==> src/sv/dcg_pkg.sv <==
package dcg_pkg;

	// Register indexes on the configuration port
	localparam logic [2:0] REG_MAX_MOTOR      = 3'd0;
	localparam logic [2:0] REG_MIN_MOTOR      = 3'd1;
	localparam logic [2:0] REG_MAX_DRIVE      = 3'd2;
	localparam logic [2:0] REG_MIN_DRIVE      = 3'd3;
	localparam logic [2:0] REG_OBSTACLE_LEVEL = 3'd4;
	localparam logic [2:0] REG_CLEAR_LEVEL    = 3'd5;
	localparam logic [2:0] REG_RANGE_ONLY     = 3'd6;
	localparam logic [2:0] REG_COUNT_REVERSE  = 3'd7;

	localparam int CFG_INDEX_W = 3;
	localparam int CFG_DATA_W  = 12;

	// delta magnitude (max 2^15) times one million fits in 35 bits
	localparam int DELTA_W      = 16;
	localparam int SCALE_W      = 20;
	localparam int DIVIDEND_W   = 35;
	localparam int DIVISOR_W    = 32;
	localparam int SPEED_W      = 36;
	localparam int STEP_CNT_W   = 6;
	localparam logic [SCALE_W-1:0]    US_PER_SECOND = 20'd1000000;
	localparam logic [STEP_CNT_W-1:0] DIV_STEPS     = 6'd35;

	typedef enum logic [2:0] {
		ST_IDLE,
		ST_MUL,
		ST_LOAD,
		ST_DIV,
		ST_FIN
	} state_t;

	typedef struct packed {
		logic start;
	} div_ctl_t;

	typedef struct packed {
		logic busy;
		logic done;
	} div_sts_t;

endpackage

==> src/sv/dcg_tick_if.sv <==
interface dcg_tick_if import dcg_pkg::*; ();
	logic        valid;
	logic        ready;
	logic [31:0] timestamp;
	logic [31:0] elapsed_us;
	logic [7:0]  motor_cmd;
	logic [7:0]  drive_cmd;
	logic [15:0] encoder_count;
	logic [11:0] stop_sample_a;
	logic [11:0] stop_sample_b;

	modport source (
		output valid, timestamp, elapsed_us, motor_cmd, drive_cmd,
		       encoder_count, stop_sample_a, stop_sample_b,
		input  ready
	);
	modport sink (
		input  valid, timestamp, elapsed_us, motor_cmd, drive_cmd,
		       encoder_count, stop_sample_a, stop_sample_b,
		output ready
	);
endinterface

==> src/sv/dcg_report_if.sv <==
interface dcg_report_if import dcg_pkg::*; ();
	logic                      valid;
	logic                      ready;
	logic [31:0]               packet_number;
	logic [31:0]               timestamp_echo;
	logic [7:0]                motor_echo;
	logic [7:0]                drive_echo;
	logic [31:0]               position;
	logic signed [SPEED_W-1:0] speed;
	logic [7:0]                pwm_motor;
	logic [7:0]                pwm_drive;

	modport source (
		output valid, packet_number, timestamp_echo, motor_echo, drive_echo,
		       position, speed, pwm_motor, pwm_drive,
		input  ready
	);
	modport sink (
		input  valid, packet_number, timestamp_echo, motor_echo, drive_echo,
		       position, speed, pwm_motor, pwm_drive,
		output ready
	);
endinterface

==> src/sv/dcg_div.sv <==
module dcg_div import dcg_pkg::*; (
	input  logic                  clk,
	input  logic                  arst_n,
	input  div_ctl_t              ctl,
	input  logic [DIVIDEND_W-1:0] dividend,
	input  logic [DIVISOR_W-1:0]  divisor,
	output div_sts_t              sts,
	output logic [DIVIDEND_W-1:0] quotient
);

	logic [STEP_CNT_W-1:0] cnt_q;
	logic [DIVIDEND_W-1:0] quo_q;
	logic [DIVISOR_W-1:0]  rem_q;
	logic [DIVISOR_W-1:0]  divisor_q;
	logic [DIVISOR_W:0]    trial;
	logic [DIVISOR_W:0]    diff;
	logic                  fits;

	// One restoring step: shift in the next dividend bit, subtract if it fits
	assign trial = {rem_q, quo_q[DIVIDEND_W-1]};
	assign diff  = trial - {1'b0, divisor_q};
	assign fits  = trial >= {1'b0, divisor_q};

	always_ff @(posedge clk or negedge arst_n) begin
		if (!arst_n) begin
			cnt_q <= '0;
		end else if (ctl.start) begin
			cnt_q <= DIV_STEPS;
		end else if (cnt_q != '0) begin
			cnt_q <= cnt_q - 1'b1;
		end
	end

	always_ff @(posedge clk) begin
		if (ctl.start) begin
			quo_q     <= dividend;
			rem_q     <= '0;
			divisor_q <= divisor;
		end else if (cnt_q != '0) begin
			quo_q <= {quo_q[DIVIDEND_W-2:0], fits};
			rem_q <= fits ? diff[DIVISOR_W-1:0] : trial[DIVISOR_W-1:0];
		end
	end

	assign sts.busy = cnt_q != '0;
	assign sts.done = cnt_q == STEP_CNT_W'(1);
	assign quotient = quo_q;

endmodule

==> src/sv/drive_command_gate_obstacle_stop.sv <==
// Channel  | Dir | Beat contents
// ---------+-----+-----------------------------------------------------------
// tick     | in  | timestamp, elapsed_us, motor/drive cmd, encoder, 2 samples
// report   | out | packet number, echoes, position, speed, latched PWM values
// cfg      | in  | write enable, register index, 12-bit data (no read-back)
//
// A tick beat passes through idle/accept, multiply, divider load, 35 divider steps
// and finish when elapsed_us is nonzero, and through idle/accept, multiply and finish
// when it is zero; the divider is a restoring one. tick.ready is high only while idle.
// Command gating, obstacle flags, unwrapping and counters update at acceptance.
// The report register holds a beat until taken; a full register stalls finish.
// arst_n clears configuration to its defaults and all control state at once.
module drive_command_gate_obstacle_stop import dcg_pkg::*; #(
	parameter int NUM_STOPS = 2
) (
	input  logic                   clk,
	input  logic                   arst_n,
	input  logic                   cfg_we,
	input  logic [CFG_INDEX_W-1:0] cfg_index,
	input  logic [CFG_DATA_W-1:0]  cfg_data,
	dcg_tick_if.sink               tick,
	dcg_report_if.source           report
);

	// ---------------- configuration registers ----------------
	logic [7:0]  max_motor_q, min_motor_q, max_drive_q, min_drive_q;
	logic [11:0] obstacle_level_q, clear_level_q;
	logic        range_only_q, count_reverse_q;

	always_ff @(posedge clk or negedge arst_n) begin
		if (!arst_n) begin
			max_motor_q      <= 8'd20;
			min_motor_q      <= 8'd10;
			max_drive_q      <= 8'd17;
			min_drive_q      <= 8'd7;
			obstacle_level_q <= 12'd2000;
			clear_level_q    <= 12'd5;
			range_only_q     <= 1'b0;
			count_reverse_q  <= 1'b0;
		end else if (cfg_we) begin
			case (cfg_index)
				REG_MAX_MOTOR:      max_motor_q      <= cfg_data[7:0];
				REG_MIN_MOTOR:      min_motor_q      <= cfg_data[7:0];
				REG_MAX_DRIVE:      max_drive_q      <= cfg_data[7:0];
				REG_MIN_DRIVE:      min_drive_q      <= cfg_data[7:0];
				REG_OBSTACLE_LEVEL: obstacle_level_q <= cfg_data;
				REG_CLEAR_LEVEL:    clear_level_q    <= cfg_data;
				REG_RANGE_ONLY:     range_only_q     <= cfg_data[0];
				REG_COUNT_REVERSE:  count_reverse_q  <= cfg_data[0];
				default: ;
			endcase
		end
	end

	// ---------------- sequencer ----------------
	state_t state_q, state_d;
	logic   tick_fire;
	logic   load_out;
	logic   out_valid_q;
	logic   zero_elapsed_q;
	div_ctl_t div_ctl;
	div_sts_t div_sts;

	assign tick_fire = tick.valid && tick.ready;

	always_comb begin
		state_d = state_q;
		case (state_q)
			ST_IDLE: if (tick_fire) state_d = ST_MUL;
			ST_MUL:  state_d = zero_elapsed_q ? ST_FIN : ST_LOAD;
			ST_LOAD: state_d = ST_DIV;
			ST_DIV:  if (div_sts.done) state_d = ST_FIN;
			ST_FIN:  if (load_out) state_d = ST_IDLE;
			default: state_d = ST_IDLE;
		endcase
	end

	always_comb begin
		tick.ready    = 1'b0;
		div_ctl.start = 1'b0;
		load_out      = 1'b0;
		case (state_q)
			ST_IDLE: tick.ready    = 1'b1;
			ST_LOAD: div_ctl.start = 1'b1;
			// finish only once the report register is free or being emptied
			ST_FIN:  load_out      = !out_valid_q || report.ready;
			default: ;
		endcase
	end

	always_ff @(posedge clk or negedge arst_n) begin
		if (!arst_n) begin
			state_q <= ST_IDLE;
		end else begin
			state_q <= state_d;
		end
	end

	// ---------------- encoder unwrap ----------------
	logic [31:0]        last_pos_q;
	logic [15:0]        enc_adj;
	logic [15:0]        enc_low;
	logic [DELTA_W-1:0] delta_abs;
	logic [31:0]        pos_next;

	assign enc_adj   = count_reverse_q ? (16'd0 - tick.encoder_count) : tick.encoder_count;
	// signed 16-bit step since the last tick
	assign enc_low   = enc_adj - last_pos_q[15:0];
	assign delta_abs = enc_low[15] ? (16'd0 - enc_low) : enc_low;
	assign pos_next  = last_pos_q + {{16{enc_low[15]}}, enc_low};

	// ---------------- command gate ----------------
	logic [8:0] motor_v, drive_v;
	logic       motor_ok, drive_ok;
	logic [8:0] mid_sum;

	always_comb begin
		motor_v = {1'b0, tick.motor_cmd};
		drive_v = {1'b0, tick.drive_cmd};
		// range mode: offset a nonzero command by its minimum
		if (range_only_q && tick.motor_cmd != 8'd0) begin
			motor_v = motor_v + {1'b0, min_motor_q};
		end
		if (range_only_q && tick.drive_cmd != 8'd0) begin
			drive_v = drive_v + {1'b0, min_drive_q};
		end
	end

	assign motor_ok = motor_v >= {1'b0, min_motor_q} && motor_v <= {1'b0, max_motor_q};
	assign drive_ok = drive_v >= {1'b0, min_drive_q} && drive_v <= {1'b0, max_drive_q};
	assign mid_sum  = {1'b0, max_motor_q} + {1'b0, min_motor_q};

	// ---------------- obstacle hysteresis ----------------
	logic [11:0]          sample_w [2];
	logic [NUM_STOPS-1:0] flags_q;
	logic [NUM_STOPS-1:0] flags_d;
	logic [NUM_STOPS-1:0] new_stop;
	logic                 stop;

	assign sample_w[0] = tick.stop_sample_a;
	assign sample_w[1] = tick.stop_sample_b;

	for (genvar i = 0; i < NUM_STOPS; i++) begin : g_stop
		logic at_level, below_clear;
		assign at_level    = sample_w[i] >= obstacle_level_q;
		assign below_clear = sample_w[i] < clear_level_q;
		// a set and a clear may land on the same tick; the stop still counts
		assign new_stop[i] = at_level && !flags_q[i];
		assign flags_d[i]  = (flags_q[i] || at_level) && !below_clear;
	end

	assign stop = |new_stop;

	// ---------------- tick state ----------------
	logic [31:0] pkt_cnt_q;
	logic [7:0]  motor_latch_q, drive_latch_q;

	always_ff @(posedge clk or negedge arst_n) begin
		if (!arst_n) begin
			pkt_cnt_q     <= '0;
			last_pos_q    <= '0;
			flags_q       <= '0;
			motor_latch_q <= '0;
			drive_latch_q <= '0;
		end else if (tick_fire) begin
			pkt_cnt_q  <= pkt_cnt_q + 32'd1;
			last_pos_q <= pos_next;
			flags_q    <= flags_d;
			// a fresh detection overrides the command with the midpoint
			if (stop) begin
				motor_latch_q <= mid_sum[8:1];
			end else if (motor_ok) begin
				motor_latch_q <= motor_v[7:0];
			end
			if (drive_ok) begin
				drive_latch_q <= drive_v[7:0];
			end
		end
	end

	// ---------------- per-beat hold ----------------
	logic [31:0]           pkt_num_q, ts_q, elapsed_q;
	logic [7:0]            motor_echo_q, drive_echo_q;
	logic [DELTA_W-1:0]    delta_abs_q;
	logic                  negative_q;
	logic [DIVIDEND_W-1:0] product_q;
	logic [DIVIDEND_W-1:0] quotient;
	logic [DELTA_W+SCALE_W-1:0] product_full;

	assign product_full = delta_abs_q * US_PER_SECOND;

	always_ff @(posedge clk) begin
		if (tick_fire) begin
			pkt_num_q      <= pkt_cnt_q;
			ts_q           <= tick.timestamp;
			elapsed_q      <= tick.elapsed_us;
			zero_elapsed_q <= tick.elapsed_us == 32'd0;
			motor_echo_q   <= tick.motor_cmd;
			drive_echo_q   <= tick.drive_cmd;
			delta_abs_q    <= delta_abs;
			negative_q     <= enc_low[15];
		end
		if (state_q == ST_MUL) begin
			product_q <= product_full[DIVIDEND_W-1:0];
		end
	end

	dcg_div u_div (
		.clk      (clk),
		.arst_n   (arst_n),
		.ctl      (div_ctl),
		.dividend (product_q),
		.divisor  (elapsed_q),
		.sts      (div_sts),
		.quotient (quotient)
	);

	// ---------------- report register ----------------
	logic [SPEED_W-1:0] speed_mag;
	logic [SPEED_W-1:0] speed_val;

	assign speed_mag = zero_elapsed_q ? '0 : {1'b0, quotient};
	assign speed_val = negative_q ? (SPEED_W'(0) - speed_mag) : speed_mag;

	always_ff @(posedge clk or negedge arst_n) begin
		if (!arst_n) begin
			out_valid_q <= 1'b0;
		end else if (load_out) begin
			out_valid_q <= 1'b1;
		end else if (report.ready) begin
			out_valid_q <= 1'b0;
		end
	end

	always_ff @(posedge clk) begin
		if (load_out) begin
			report.packet_number  <= pkt_num_q;
			report.timestamp_echo <= ts_q;
			report.motor_echo     <= motor_echo_q;
			report.drive_echo     <= drive_echo_q;
			report.position       <= last_pos_q;
			report.speed          <= speed_val;
			report.pwm_motor      <= motor_latch_q;
			report.pwm_drive      <= drive_latch_q;
		end
	end

	assign report.valid = out_valid_q;

	// ---------------- checks ----------------
	a_busy_after_accept: assert property (@(posedge clk) disable iff (!arst_n)
		tick_fire |=> !tick.ready)
		else $error("tick accepted while a beat is in flight");

	a_count_advance: assert property (@(posedge clk) disable iff (!arst_n)
		tick_fire |=> pkt_cnt_q == $past(pkt_cnt_q) + 32'd1)
		else $error("packet counter did not advance by one");

	a_div_busy: assert property (@(posedge clk) disable iff (!arst_n)
		state_q == ST_DIV |-> div_sts.busy)
		else $error("divide state without a running divider");

	a_done_in_div: assert property (@(posedge clk) disable iff (!arst_n)
		div_sts.done |-> state_q == ST_DIV)
		else $error("divider finished outside the divide state");

endmodule

==> src/flat_wrapper.sv <==
// flat-port wrapper written by rule: the top's interface ports become plain ports
module drive_command_gate_obstacle_stop_flat import dcg_pkg::*;
#(
	parameter int NUM_STOPS = 2
)
  (clk, arst_n, cfg_we, cfg_index, cfg_data, tick_valid, tick_timestamp, tick_elapsed_us, tick_motor_cmd, tick_drive_cmd, tick_encoder_count, tick_stop_sample_a, tick_stop_sample_b, tick_ready, report_valid, report_packet_number, report_timestamp_echo, report_motor_echo, report_drive_echo, report_position, report_speed, report_pwm_motor, report_pwm_drive, report_ready);
  dcg_tick_if tick_i ();
  dcg_report_if report_i ();
  input  logic clk;
  input  logic arst_n;
  input  logic cfg_we;
  input  logic [CFG_INDEX_W-1:0] cfg_index;
  input  logic [CFG_DATA_W-1:0] cfg_data;
  input wire logic [$bits(tick_i.valid)-1:0] tick_valid;
  input wire logic [$bits(tick_i.timestamp)-1:0] tick_timestamp;
  input wire logic [$bits(tick_i.elapsed_us)-1:0] tick_elapsed_us;
  input wire logic [$bits(tick_i.motor_cmd)-1:0] tick_motor_cmd;
  input wire logic [$bits(tick_i.drive_cmd)-1:0] tick_drive_cmd;
  input wire logic [$bits(tick_i.encoder_count)-1:0] tick_encoder_count;
  input wire logic [$bits(tick_i.stop_sample_a)-1:0] tick_stop_sample_a;
  input wire logic [$bits(tick_i.stop_sample_b)-1:0] tick_stop_sample_b;
  output wire logic [$bits(tick_i.ready)-1:0] tick_ready;
  output wire logic [$bits(report_i.valid)-1:0] report_valid;
  output wire logic [$bits(report_i.packet_number)-1:0] report_packet_number;
  output wire logic [$bits(report_i.timestamp_echo)-1:0] report_timestamp_echo;
  output wire logic [$bits(report_i.motor_echo)-1:0] report_motor_echo;
  output wire logic [$bits(report_i.drive_echo)-1:0] report_drive_echo;
  output wire logic [$bits(report_i.position)-1:0] report_position;
  output wire logic [$bits(report_i.speed)-1:0] report_speed;
  output wire logic [$bits(report_i.pwm_motor)-1:0] report_pwm_motor;
  output wire logic [$bits(report_i.pwm_drive)-1:0] report_pwm_drive;
  input wire logic [$bits(report_i.ready)-1:0] report_ready;
  assign tick_i.valid = tick_valid;
  assign tick_i.timestamp = tick_timestamp;
  assign tick_i.elapsed_us = tick_elapsed_us;
  assign tick_i.motor_cmd = tick_motor_cmd;
  assign tick_i.drive_cmd = tick_drive_cmd;
  assign tick_i.encoder_count = tick_encoder_count;
  assign tick_i.stop_sample_a = tick_stop_sample_a;
  assign tick_i.stop_sample_b = tick_stop_sample_b;
  assign tick_ready = tick_i.ready;
  assign report_valid = report_i.valid;
  assign report_packet_number = report_i.packet_number;
  assign report_timestamp_echo = report_i.timestamp_echo;
  assign report_motor_echo = report_i.motor_echo;
  assign report_drive_echo = report_i.drive_echo;
  assign report_position = report_i.position;
  assign report_speed = report_i.speed;
  assign report_pwm_motor = report_i.pwm_motor;
  assign report_pwm_drive = report_i.pwm_drive;
  assign report_i.ready = report_ready;
  drive_command_gate_obstacle_stop #(.NUM_STOPS(NUM_STOPS)) u_core (.clk(clk), .arst_n(arst_n), .cfg_we(cfg_we), .cfg_index(cfg_index), .cfg_data(cfg_data), .tick(tick_i), .report(report_i));
endmodule
==> config.mk <==
export PLATFORM = sky130hd
export DESIGN_NAME = drive_command_gate_obstacle_stop_flat
export DESIGN_NICKNAME = d
export VERILOG_FILES = /design/src/sv/dcg_pkg.sv /design/src/sv/dcg_tick_if.sv /design/src/sv/dcg_report_if.sv /design/src/sv/dcg_div.sv /design/src/sv/drive_command_gate_obstacle_stop.sv /design/src/flat_wrapper.sv
export SDC_FILE = /design/constraint.sdc
export NUM_CORES = 1
export LEC_CHECK = 0
export BUFFER_PORTS_ARGS = -buffer_cell sky130_fd_sc_hd__buf_2
export CELL_PAD_IN_SITES_DETAIL_PLACEMENT = 0
export CELL_PAD_IN_SITES_GLOBAL_PLACEMENT = 2
export CORE_MARGIN = 2
export CORE_UTILIZATION = 28
export DETAILED_ROUTE_END_ITERATION = 7
export MAX_ROUTING_LAYER = met4
export PLACE_DENSITY_LB_ADDON = 0.1
export SLEW_MARGIN = 25
export SYNTH_ARGS = -nofsm -noshare
export SYNTH_HDL_FRONTEND = slang
export SYNTH_SLANG_ARGS = --single-unit
==> constraint.sdc <==
create_clock -name clk -period 8.5 [get_ports clk]
set_input_delay 0.85 -clock clk [delete_from_list [all_inputs] [get_ports clk]]
set_output_delay 0.85 -clock clk [all_outputs]
set_load 0.05 [all_outputs]
# Word-level counts from Yosys, hierarchy flattened

Index checks and enable logic that the tools add are counted.

Flip-flop bits (word level): 572
Output and inout port bits: 166
Logic and storage cells: 135

Add/subtract/negate cells: 11
Multipliers: 1
$lt $le $gt $ge: 9
Eq/ne operators: 15
Mux-type cells: 23
Reductions and logical operators: 38

Operators with widths:

| operator                 | number |
|---|---|
| $mux W35                 | 3 |
| $mux W36                 | 1 |
| $sub A1 B36 Y36 const A  | 1 |
| $ge A33 B32 Y1           | 1 |
| $add A32 B1 Y32 const B  | 1 |
| $add A32 B32 Y32         | 1 |
| $logic_not A32 Y1        | 1 |
| $mux W32                 | 1 |
| $sub A1 B16 Y16 const A  | 2 |
| $sub A32 B32 Y32         | 1 |
| $mul A16 B14 Y29 const B | 1 |
| $add A8 B8 Y9            | 3 |
| $ge A12 B12 Y1           | 2 |
| $lt A12 B12 Y1           | 2 |
| $reduce_and A2 Y1        | 10 |
| $ge A9 B8 Y1             | 2 |
| $le A9 B8 Y1             | 2 |
| $mux W9                  | 2 |
| $mux W16                 | 1 |
| $mux W8                  | 2 |
| $reduce_bool A8 Y1       | 2 |
| $sub A16 B16 Y16         | 1 |
| $eq A3 B3 Y1 const B     | 5 |
| $mux W15                 | 1 |
| 17 further kinds         | 48 |

# Logic depth before layout (Yosys ltp)

Depth in word-level cells: 7
Depth in mapped cells: 24
Mapped depth without buffers: 24

# Cells and area by module

A second synthesis with hierarchy kept.

Cell total of the unflattened synthesis: 2719
Area total of the unflattened synthesis: 31711.7 sq um

By module, submodules not included:

| module                           | times used | cells each | area each (sq um) | sequential area each (sq um) |
|---|---|---|---|---|
| drive_command_gate_obstacle_stop | 1          | 2105       | 25590.8           | 13324.0 |
| dcg_div                          | 1          | 614        | 6120.9            | 2802.7 |

# Worst setup path before layout

Ideal clock, no wire load.

Path kind: reg-to-reg
Start point: reg u_core.state_q[1]
End point: reg u_core.last_pos_q[14]
Setup time: 0.336 ns
Arrival: 6.363 ns
Slack: 1.801 ns
Cell stages (with the launch flop): 8
Buffers on the path: 3
Cells stage by stage: dfrtp_1 > clkbuf_1 > nor3_1 > nand2_1 > inv_1 > clkbuf_1 > buf_1 > o21ai_0

Longest elaborated chain between the ends: 3

RTL lines:

| what                       | RTL line                                | source |
|---|---|---|
| start: declaration         | drive_command_gate_obstacle_stop.sv:56  | `state_t state_q, state_d;` |
| start signal: assignment   | drive_command_gate_obstacle_stop.sv:95  | `state_q <= state_d;` |
| $logic_not A3 Y1           | drive_command_gate_obstacle_stop.sv:82  | `case (state_q)` |
| $mux W1                    | drive_command_gate_obstacle_stop.sv:82  |  |
| named net tick_ready       | flat_wrapper.sv:22                      | `output wire logic [$bits(tick_i.ready)-1:0] tick_ready;` |
| $logic_and A1 B1 Y1        | drive_command_gate_obstacle_stop.sv:64  | `assign tick_fire = tick.valid && tick.ready;` |
| named net u_core.tick_fire | drive_command_gate_obstacle_stop.sv:57  | `logic tick_fire;` |
| end signal: assignment     | drive_command_gate_obstacle_stop.sv:167 | `last_pos_q <= pos_next;` |
| end: declaration           | drive_command_gate_obstacle_stop.sv:100 | `logic [31:0] last_pos_q;` |

The timed path passes the listed nets, and every way through them passes these cells.
A chain may end at the register's enable or synchronous reset.

# Worst setup path in the final report

Start point: reg u_core.delta_abs_q[2]
End point: reg u_core.product_q[32], data pin

Longest elaborated chain between the ends: 1

RTL lines:

| what                              | RTL line                                | source |
|---|---|---|
| start: declaration                | drive_command_gate_obstacle_stop.sv:184 | `logic [DELTA_W-1:0] delta_abs_q;` |
| start signal: assignment          | drive_command_gate_obstacle_stop.sv:200 | `delta_abs_q <= delta_abs;` |
| $mul A16 B14 Y29                  | drive_command_gate_obstacle_stop.sv:190 | `assign product_full = delta_abs_q * US_PER_SECOND;` |
| named net u_core.product_full[32] | drive_command_gate_obstacle_stop.sv:188 | `logic [DELTA_W+SCALE_W-1:0] product_full;` |
| end signal: assignment            | drive_command_gate_obstacle_stop.sv:204 | `product_q <= product_full[DIVIDEND_W-1:0];` |
| end: declaration                  | drive_command_gate_obstacle_stop.sv:186 | `logic [DIVIDEND_W-1:0] product_q;` |

The timed path passes the listed nets, and every way through them passes these cells.

==> flow_metrics.env <==
export IMPL_areaGrowthSynthToFinish_pct=18.0
export IMPL_cts_resized=0
export IMPL_row_count=123
export IMPL_worst_slew_pin_slew_ns=1.04
export IMPL_async_flop_share_pct=26.2
export IMPL_fmax_ghz=0.158
export IMPL_ios=306
export IMPL_cts_sinks=572
export IMPL_start_kind="flop"
export IMPL_synth_ff_type="edfxtp_1"
export IMPL_drtAntennaViolNets=0
export IMPL_crit_required_ns=8.86
export IMPL_cts_tree="done"
export IMPL_cts_buffers=72
export IMPL_first_iter_violations=1104
export IMPL_fin_crit_sh_pct=74.6
export IMPL_worstPathMaxFanout=7
export IMPL_hold_path_class="in2async"
export IMPL_die_h_microns=341
export IMPL_die_x_microns=341
export IMPL_grt_pass1_wl_mm=135
export IMPL_grt_max_degree=117
export IMPL_routed_wl_mm=86.7
export IMPL_ys_types=79
export IMPL_viasPerCell=4.65
export IMPL_grt_overflow=0
export IMPL_port_buffers=305
export IMPL_dr_pass1_iters=5
export IMPL_grt_pass1_vias=23000
export IMPL_rr_worst_depth=20
export IMPL_setup_tns_ns=0
export IMPL_netlist_instances=2842
export IMPL_grt_usage_pct=15.2
export IMPL_status="finished, final reports clean"
export IMPL_finClkSkew_ns=0.0349
export IMPL_syn_nets=3326
export IMPL_rrSetupSlack_ns=2.16
export IMPL_wl_per_cell_microns=18.3
export IMPL_crit_start="u_core.delta_abs_q[2]"
export IMPL_drive_gt1_share_pct=16.6
export IMPL_ys_ff_latch=572
export IMPL_start_util_pct=28.3
export IMPL_worstPathArrival_ns=6.70
export IMPL_cts_root_buf="clkbuf_16"
export IMPL_cts_hold_buf=0
export IMPL_clock_latency_ns=0.64
export IMPL_synth_area_per_cell_sq_um=11.2
export IMPL_max_slew_margin_rel_pct=30.8
export IMPL_synth_edff_count=390
export IMPL_post_route_drc_count=0
export IMPL_gp_congestion=0.817
export IMPL_dieArea_sq_um=117000
export IMPL_cts_htree_levels=3
export IMPL_setup_worst_path_class="reg2reg"
export IMPL_clkTransAtPathRegs_ns=0.06
export IMPL_endpoint_kind="flop"
export IMPL_clockBufferDepth=3
export IMPL_dp_hpwl_mm=64.4
export IMPL_final_max_slew_viol_count=0
export IMPL_synth_warnings=0
export IMPL_core_area_sq_um=113000
export IMPL_cap_violations=0
export IMPL_reg2reg_from="u_core.delta_abs_q[2]"
export IMPL_period_needed_ns=6.34
export IMPL_antenna_found_initial=3
export IMPL_ys_seq_area_share_pct=50.6
export IMPL_crit_path_end="u_core.product_q[32]"
export IMPL_post_cts_setup_buffer_count=0
export IMPL_hold_viol=0
export IMPL_nNetsFinal=3663
export IMPL_rsz0062_at_grt="no"
export IMPL_setup_viol=0
export IMPL_syn_cell_area_sq_um=31900
export IMPL_reg2reg_to="u_core.product_q[32]"
export IMPL_vias=22000
==> metrics by stage <==
stage,utilization [%],instance area (sq um),hold slack [ns],std cells,setup slack [ns]
global placement,31.3,35300,0.401,4605,2.23
detailed placement,31.3,35300,0.405,4605,2.11
finish,33.4,37600,0.0854,4738,2.16
global route,33.4,37600,0.0538,4736,1.66
CTS,33.4,37600,0.0362,4736,2.06
floorplan,-,31900,0.400,2842,1.80
==> registers in the layout, indices dropped and copies added (netlist names), 32 cells and up <==
| register | cells |
|---|---|
| u_core.last_pos_q | 32 |
| u_core.u_div.rem_q | 32 |
| u_core.pkt_cnt_q | 32 |
| u_core.elapsed_q | 32 |
| u_core.u_div.quotient | 35 |
| u_core.report.position | 32 |
| u_core.report.packet_number | 32 |
| u_core.pkt_num_q | 32 |
| u_core.ts_q | 32 |
| u_core.report.speed | 36 |
| u_core.u_div.divisor_q | 32 |
| u_core.report.timestamp_echo | 32 |
==> synth_stat cells (27+ instances only) <==
master / count / area [sq um]
dfrtp_1: 133 / 3330
a21o_1: 72 / 541
clkbuf_1: 57 / 214
nand2b_1: 33 / 206
inv_1: 258 / 968
mux2_2: 43 / 484
xor2_1: 53 / 464
o21bai_1: 27 / 203
nor3_1: 53 / 265
a21oi_1: 145 / 726
mux2i_1: 34 / 340
nor2_1: 140 / 526
ha_1: 283 / 3540
fa_1: 61 / 1220
edfxtp_1: 390 / 11700
nand2_1: 293 / 1100
xnor2_1: 121 / 1060
nand3_1: 43 / 215
o21ai_0: 196 / 981
dfxtp_1: 32 / 641
==> per-layer routing <==
metal	global-route usage, %	part of all wire (%)	vias up
met5	-	0	-
met4	4.37	2.7	0
met2	23.6	45	384
met3	3.07	4.5	107
li1	-	-	10900
met1	20.1	48	10600
==> worst max-delay path, stage by stage (launching register included) <==
cell,delay (ns)
edfxtp_1,0.48
inv_1,0.14
fa_1,0.55
inv_1,0.05
fa_1,0.50
fa_1,0.58
fa_1,0.43
ha_1,0.29
inv_1,0.05
fa_1,0.50
inv_1,0.04
ha_1,0.38
a21o_1,0.21
a21o_1,0.18
a21o_1,0.19
a2111oi_0,0.57
o31ai_1,0.24
a311oi_1,0.31
o21bai_1,0.11
a21oi_1,0.18
xnor2_1,0.09
==> cell type report <==
class | count | area [sq um]
tap | 1500 | 1880
clock inverter | 36 | 330
antenna | 2 | 5.00
clock buffer | 95 | 1990
fill | 11500 | 75100
inverter | 260 | 983
sequential | 572 | 16100
multi-input combinational | 1943 | 14500
timing repair buffer | 330 | 1740
==> worst min-delay path by stage <==
stage,startpoint,slack (ns),end
2_1_floorplan,u_core.drive_echo_q[0],0.40,u_core.report.drive_echo[0]
3_3_place_gp,u_core.ts_q[26],0.40,u_core.report.timestamp_echo[26]
3_5_place_dp,u_core.drive_echo_q[2],0.40,u_core.report.drive_echo[2]
4_1_cts,arst_n,0.04,u_core.min_motor_q[5]
5_1_grt,arst_n,0.05,u_core.motor_latch_q[4]
6_report,arst_n,0.09,u_core.max_motor_q[7]
==> layout by cell type (no fill, tap or decap), drive strengths merged, types with 27 or more instances in the layout <==
cell type and n:
buf 330, o21bai 27, dfrtp 133, inv 262
mux2i 34, ha 283, xnor2 121, nor3 54
fa 61, nand3 43, mux2 43, dfxtp 32
o21ai 198, nand2b 33, xor2 54, a21oi 147
edfxtp 390, clkbuf 95, nand2 293, nor2 140
a21o 72
==> logic make-up (layout without fill, tap and decap cells) <==
family                     Yosys count  in the layout  share of synthesized area, %
and+or+nand+nor                    729            729                          10.8
muxes                               77             77                          2.59
xor gates and xnor gates           175            175                          4.83
other                                0              2                             0
adders and majority gates          344            344                          14.9
AOI/OAI and AO/OA                  618            618                          12.3
buffers and inverters              327            721                          3.89
DFF                                572            572                          50.6
Power is left out: the tool's default activity adds up to more than one toggle a clock period on the data nets, which glitch-free logic cannot reach.
